## src/hdl/life_pkg.sv

```systemverilog
// Shared types and constants for the toroidal life automaton.
package life_pkg;

  localparam int GRID_COLS_DEF = 64;
  localparam int GRID_ROWS_DEF = 64;
  localparam int COORD_W       = 6;
  localparam int GEN_W         = 32;

  typedef enum logic [1:0] {
    OP_WRITE = 2'd0,
    OP_READ  = 2'd1,
    OP_STEP  = 2'd2,
    OP_CLEAR = 2'd3
  } op_t;

  typedef enum logic [3:0] {
    ST_INIT,
    ST_IDLE,
    ST_DISPATCH,
    ST_CLEAR,
    ST_CELL_RD,
    ST_CELL_UPD,
    ST_STEP_RD,
    ST_STEP_SH,
    ST_FINISH
  } state_t;

  typedef struct packed {
    logic accept;
    logic cnt_clr;
    logic cnt_inc;
    logic sweep_wr;
    logic cell_upd;
    logic step_rd;
    logic step_sh;
    logic step_end;
    logic gen_clr;
    logic out_load;
  } cmd_t;

  typedef struct packed {
    op_t  op;
    logic cnt_last;
    logic step_last;
    logic out_free;
  } sts_t;

endpackage

```

## src/hdl/life_ctrl.sv

```systemverilog
// Controller state machine that sequences cell access, clear sweeps and generation steps.
module life_ctrl (
  input  logic             clk,
  input  logic             rst,
  input  logic             in_valid,
  output logic             in_ready,
  input  life_pkg::sts_t   sts,
  output life_pkg::cmd_t   cmd
);

  life_pkg::state_t state;
  life_pkg::state_t state_next;

  always_ff @(posedge clk) begin
    if (rst) begin
      state <= life_pkg::ST_INIT;
    end else begin
      state <= state_next;
    end
  end

  always_comb begin
    state_next = state;
    cmd        = '0;
    in_ready   = 1'b0;
    case (state)
      life_pkg::ST_INIT: begin
        cmd.sweep_wr = 1'b1;
        cmd.cnt_inc  = 1'b1;
        if (sts.cnt_last) begin
          cmd.cnt_clr = 1'b1;
          state_next  = life_pkg::ST_IDLE;
        end
      end
      life_pkg::ST_IDLE: begin
        in_ready = 1'b1;
        if (in_valid) begin
          cmd.accept  = 1'b1;
          cmd.cnt_clr = 1'b1;
          state_next  = life_pkg::ST_DISPATCH;
        end
      end
      life_pkg::ST_DISPATCH: begin
        case (sts.op)
          life_pkg::OP_WRITE, life_pkg::OP_READ: state_next = life_pkg::ST_CELL_RD;
          life_pkg::OP_STEP:                     state_next = life_pkg::ST_STEP_RD;
          default:                               state_next = life_pkg::ST_CLEAR;
        endcase
      end
      life_pkg::ST_CLEAR: begin
        cmd.sweep_wr = 1'b1;
        cmd.cnt_inc  = 1'b1;
        if (sts.cnt_last) begin
          cmd.gen_clr = 1'b1;
          state_next  = life_pkg::ST_FINISH;
        end
      end
      // The row RAM reads the addressed row unconditionally in this cycle.
      life_pkg::ST_CELL_RD: begin
        state_next = life_pkg::ST_CELL_UPD;
      end
      life_pkg::ST_CELL_UPD: begin
        cmd.cell_upd = 1'b1;
        state_next   = life_pkg::ST_FINISH;
      end
      life_pkg::ST_STEP_RD: begin
        cmd.step_rd = 1'b1;
        state_next  = life_pkg::ST_STEP_SH;
      end
      life_pkg::ST_STEP_SH: begin
        cmd.step_sh = 1'b1;
        cmd.cnt_inc = 1'b1;
        if (sts.step_last) begin
          cmd.step_end = 1'b1;
          state_next   = life_pkg::ST_FINISH;
        end else begin
          state_next = life_pkg::ST_STEP_RD;
        end
      end
      life_pkg::ST_FINISH: begin
        if (sts.out_free) begin
          cmd.out_load = 1'b1;
          state_next   = life_pkg::ST_IDLE;
        end
      end
      default: begin
        state_next = life_pkg::ST_INIT;
      end
    endcase
  end

endmodule

```

## config.mk

```make
export PLATFORM = sky130hd
export DESIGN_NAME = life_ctrl
export DESIGN_NICKNAME = d
export VERILOG_FILES = /design/src/hdl/life_pkg.sv /design/src/hdl/life_ctrl.sv
export SDC_FILE = /design/constraint.sdc
export NUM_CORES = 1
export LEC_CHECK = 0
export BUFFER_PORTS_ARGS = -buffer_cell sky130_fd_sc_hd__buf_2
export CORE_AREA = 5 5 42 44
export CTS_BUF_LIST = sky130_fd_sc_hd__clkbuf_4
export DETAILED_ROUTE_END_ITERATION = 16
export DIE_AREA = 0 0 47 49
export GPL_TIMING_DRIVEN = 0
export PLACE_DENSITY = 0.55
export SLEW_MARGIN = 20
export SYNTH_ARGS = -nofsm -noshare
export SYNTH_HDL_FRONTEND = slang
export SYNTH_SLANG_ARGS = --single-unit
```

## constraint.sdc

```tcl
create_clock -name clk -period 1.52 [get_ports clk]
set_clock_uncertainty 0.1 [all_clocks]
set_input_delay 0.304 -clock clk [delete_from_list [all_inputs] [get_ports clk]]
set_output_delay 0.304 -clock clk [all_outputs]
set_load 0.01 [all_outputs]
```

### Yosys cells after proc, flatten, opt, wreduce, memory -nomap -nowiden

Index checks and enable logic that the tools add are counted.

* equal/unequal tests: 14
* muxes and demuxes: 21
* reduce and logical (&&, ||, !) cells: 6

Operators by type and width (number)
* $pmux W4 S9: 1
* $mux W4: 5
* $eq A4 B3 Y1 const B: 4
* $mux W1: 11
* $eq A4 B2 Y1 const B: 2
* $ne A2 B2 Y1 const B: 4
* $pmux W3 S2: 1
* $eq A4 B1 Y1 const B: 1
* $eq A4 B4 Y1 const B: 1
* $logic_not A4 Y1: 1
* $mux W2: 2
* $reduce_and A4 Y1: 1
* $reduce_or A2 Y1: 2
* $reduce_or A3 Y1: 1
* $eq A2 B1 Y1 const B: 1
* $eq A2 B2 Y1 const B: 1
* $logic_not A2 Y1: 1
* $pmux W1 S2: 1

* register bits after elaboration: 4
* logic and storage cells: 42

### Logic depth before layout (Yosys ltp)

* depth in word-level cells: 4
* mapped depth: 6
* depth with buffers taken out: 4

### Worst setup path after synthesis

OpenSTA, ideal clock, no wires.

* kind: register to output
* start point: reg state[3]
* end point: out cmd[9] in the netlist's numbering
* arrival: 1.187 ns
* required time: 1.116 ns
* path slack: -0.071 ns
* stages on the path, launching flop included: 6
* cell sequence: dfxtp_1 clkbuf_1 or2_1 buf_2 nor2_1 and2_1

RTL lines
* start, declared: RTL line life_ctrl.sv:11 `life_pkg::state_t state;`
* start signal, assigned: RTL line life_ctrl.sv:16 `state <= life_pkg::ST_INIT;`
* start signal, assigned: RTL line life_ctrl.sv:18 `state <= state_next;`
* end, declared: RTL line life_ctrl.sv:8 `output life_pkg::cmd_t cmd`

==> metrics <==
outcome=complete, but fails checks; failing checks=setup timing; GRT busiest layer=met2; proportion of layout cells with a drive suffix above 1=0.602; grt ovf=0; n_diodes=0; Max transition margin=0.706; routed wire length=between 1 and 1.5 mm; Clk Latency, worst-skew pair=0.24 ns; FILL cells=144; Reg clk slew, reported paths=0.04 ns; Post-Syn Instances=56; reg2reg end=state[1]$_SDFFE_PP0P_; Post-Layout Cell Count=99; clock sinks=4; first-pass GRT wire length=1.85 mm; Post-Syn Area=378 sq um; CTS tree=yes; Detailed Routing Iterations Pass 1=4; row count=14; max-slew violations=0; Critical Path Source Type=flip-flop; Worst R2R Start=state[1]$_SDFFE_PP0P_; syn nets=64; Hold Path Depth=2; dpl cells=90; dpl hpwl=804 um; Final Setup Violations=8; Layout area overhead=73.5%; core area=1400 sq um; area leader, netlist=dfxtp_1; die width=47 um; num ports=19; Worst Path Required=1.12 ns; cts bufs inserted=3; initial antenna violation count=0; Die ar.=2300 sq um; most common cell after layout, fill and taps aside=buf_2; Top Registers=state (4); multi-input logic area=315 sq um; Least-Margin Pin Slew=0.436 ns; Leakage=0.291 nW; nets@finish=93; R2R cell count=5; starting density of the core=0.270; critical path, cell by cell=buf_6 -> inv_2 -> nand2_2 -> nor2_4 -> and2_4 -> buf_6; RePlAce Congestion=0.719; die height=49 um; WL/cell=roughly 13 um; most frequent cells in the layout=17 x buf_2, 8 x buf_4, 6 x a21oi_1; max FFs per register=4; Top reg by flops=state; Min Hold Slack=0.180 ns; Critical Setup Path Class=reg2out; largest net degree at the start of global routing=11; Final Cycle Share=1.05; sequential share of the synthesized area=0.212; Tot GR Track Use=0.109; RSZ-0062 raised after global routing=yes; total number of vias=512; CP dominant cell by count=buf_6; Crit-path slowest cell=dfxtp_4; Register Area=92.6 sq um; post-place setup slack=-0.104 ns; Max-cap violations=0; met1 GRT Util=0.144; met3 global-route usage=0.0443; CP Data Arrival Time=roughly 1.2 ns; vias in the first global route=457; Achievable Freq=~630 MHz; Final Hold Viols=0; post-DR vias/cell=5.17; IO buf count=18; P per Cell Area=approximately 1500 nW/um^2; syn_area_per_cell=6.75 sq um; GR Layer Usage met2=0.156; hold wc startpoint=rst; Final min period=1.59 ns; H-tree lvl count=1; Starting DRT DRC Count=10; Distinct cells, synth=26; max incr delay on CP=0.34 ns; CTS root buf=clkbuf_4; area post-placement=493 sq um; crit end category=output port; deepest clock path buffer count=2; worst reg-to-reg setup slack=approximately 0.050 ns; Seq cells post-synth=4; Final Instance Area=around 660 sq um; ranking of synthesized cells by area=dfxtp_1 21%, nor3_1 9.3%, a21oi_1 7.9%, nor2_1 6.0%, buf_2 5.3%; post-synth top area share=0.212; Tot Pwr=just over 0.001 W; Hold EP=state[1]$_SDFFE_PP0P_; VDD IR max=between 700 and 800 uV; final worst setup slack=-0.0740 ns; Routed Antenna Nets=0; Hold Crit Class=in2reg; Critical Path Fanout Max=6; synthesis warning total=0; drt drc=0
[power breakdown]
group          leakage [nW]  switching (W)  internal, W
Sequential           0.0353      0.0000365     0.000142
Combinational         0.241       0.000335     0.000352
Clock                0.0138      0.0000519    0.0000889
Total                 0.291       0.000424     0.000583
[per-layer routing]
metal  share of wire  vias up
met5               0        -
met4           0.014        0
met3           0.088        2
met2            0.50       23
met1            0.40      223
li1                -      264
[cells by family (layout without fill, tap and decap cells)]
logic type / Yosys count / after routing / synth area share
flip-flops: 4 / 4 / 0.212
AO/OA/AOI/OAI: 14 / 14 / 0.248
AND/OR/NAND/NOR: 28 / 28 / 0.394
multiplexers: 2 / 2 / 0.0530
buffers and inverters: 8 / 35 / 0.0927
[how the worst max path moves through the flow]
stage / start / to / cells past startpoint
after CTS: state[1]$_SDFFE_PP0P_ / cmd[0] / 4
after detailed placement: state[3]$_SDFFE_PP0P_ / cmd[9] / 6
final: state[1]$_SDFFE_PP0P_ / cmd[9] / 6
after global placement: state[3]$_SDFFE_PP0P_ / cmd[9] / 6
after global routing: state[2]$_SDFFE_PP0P_ / cmd[0] / 4
after floorplan: state[3]$_SDFFE_PP0P_ / cmd[9] / 5
[layout make-up]
| class | count | share of cell area |
|---|---|---|
| inverters | 3 | 0.0172 |
| multi-input cells | 44 | 0.481 |
| repair buffers | 26 | 0.239 |
| plain buffers | 3 | 0.0573 |
| clock buffers | 3 | 0.0344 |
| well taps | 16 | 0.0305 |
| flip-flops and latches | 4 | 0.141 |
[timing repair]
item	4_1_cts	5_1_grt
endpoints found under the hold margin	0	0
gates resized for setup	21	6
setup buffers	7	1
pin swaps	7	4
endpoints found under the setup margin	11	13
hold buffers	0	0
[worst max-delay path, delay by kind of cell, from the launching register on]
kind                   cells  cell delay (ns)
DFF                        1             0.34
and+or+nand+nor            3             0.32
buffers and inverters      3             0.29
[stage by stage]
stage | utilization | setup TNS, ns
floorplan | - | 0
global placement | 0.352 | -0.249
CTS | 0.443 | -0.367
detailed placement | 0.352 | -0.250
global route | 0.468 | -0.943
finish | 0.468 | -0.378
[Yosys cell counts, drive strengths merged]
master / instances
a2bb2oi: 1
nand2b: 1
and3: 1
o21a: 1
o311ai: 1
o31ai: 1
or3b: 1
nor2: 6
clkbuf: 1
nand3b: 2
mux2i: 2
inv: 3
a311oi: 1
nor4b: 1
nand2: 4
nor3: 7
dfxtp: 4
or2: 2
o2111ai: 1
nor4: 1
a21oi: 6
o22ai: 1
and2: 2
o211ai: 1
buf: 4
Power figures use the tool's default switching activity.
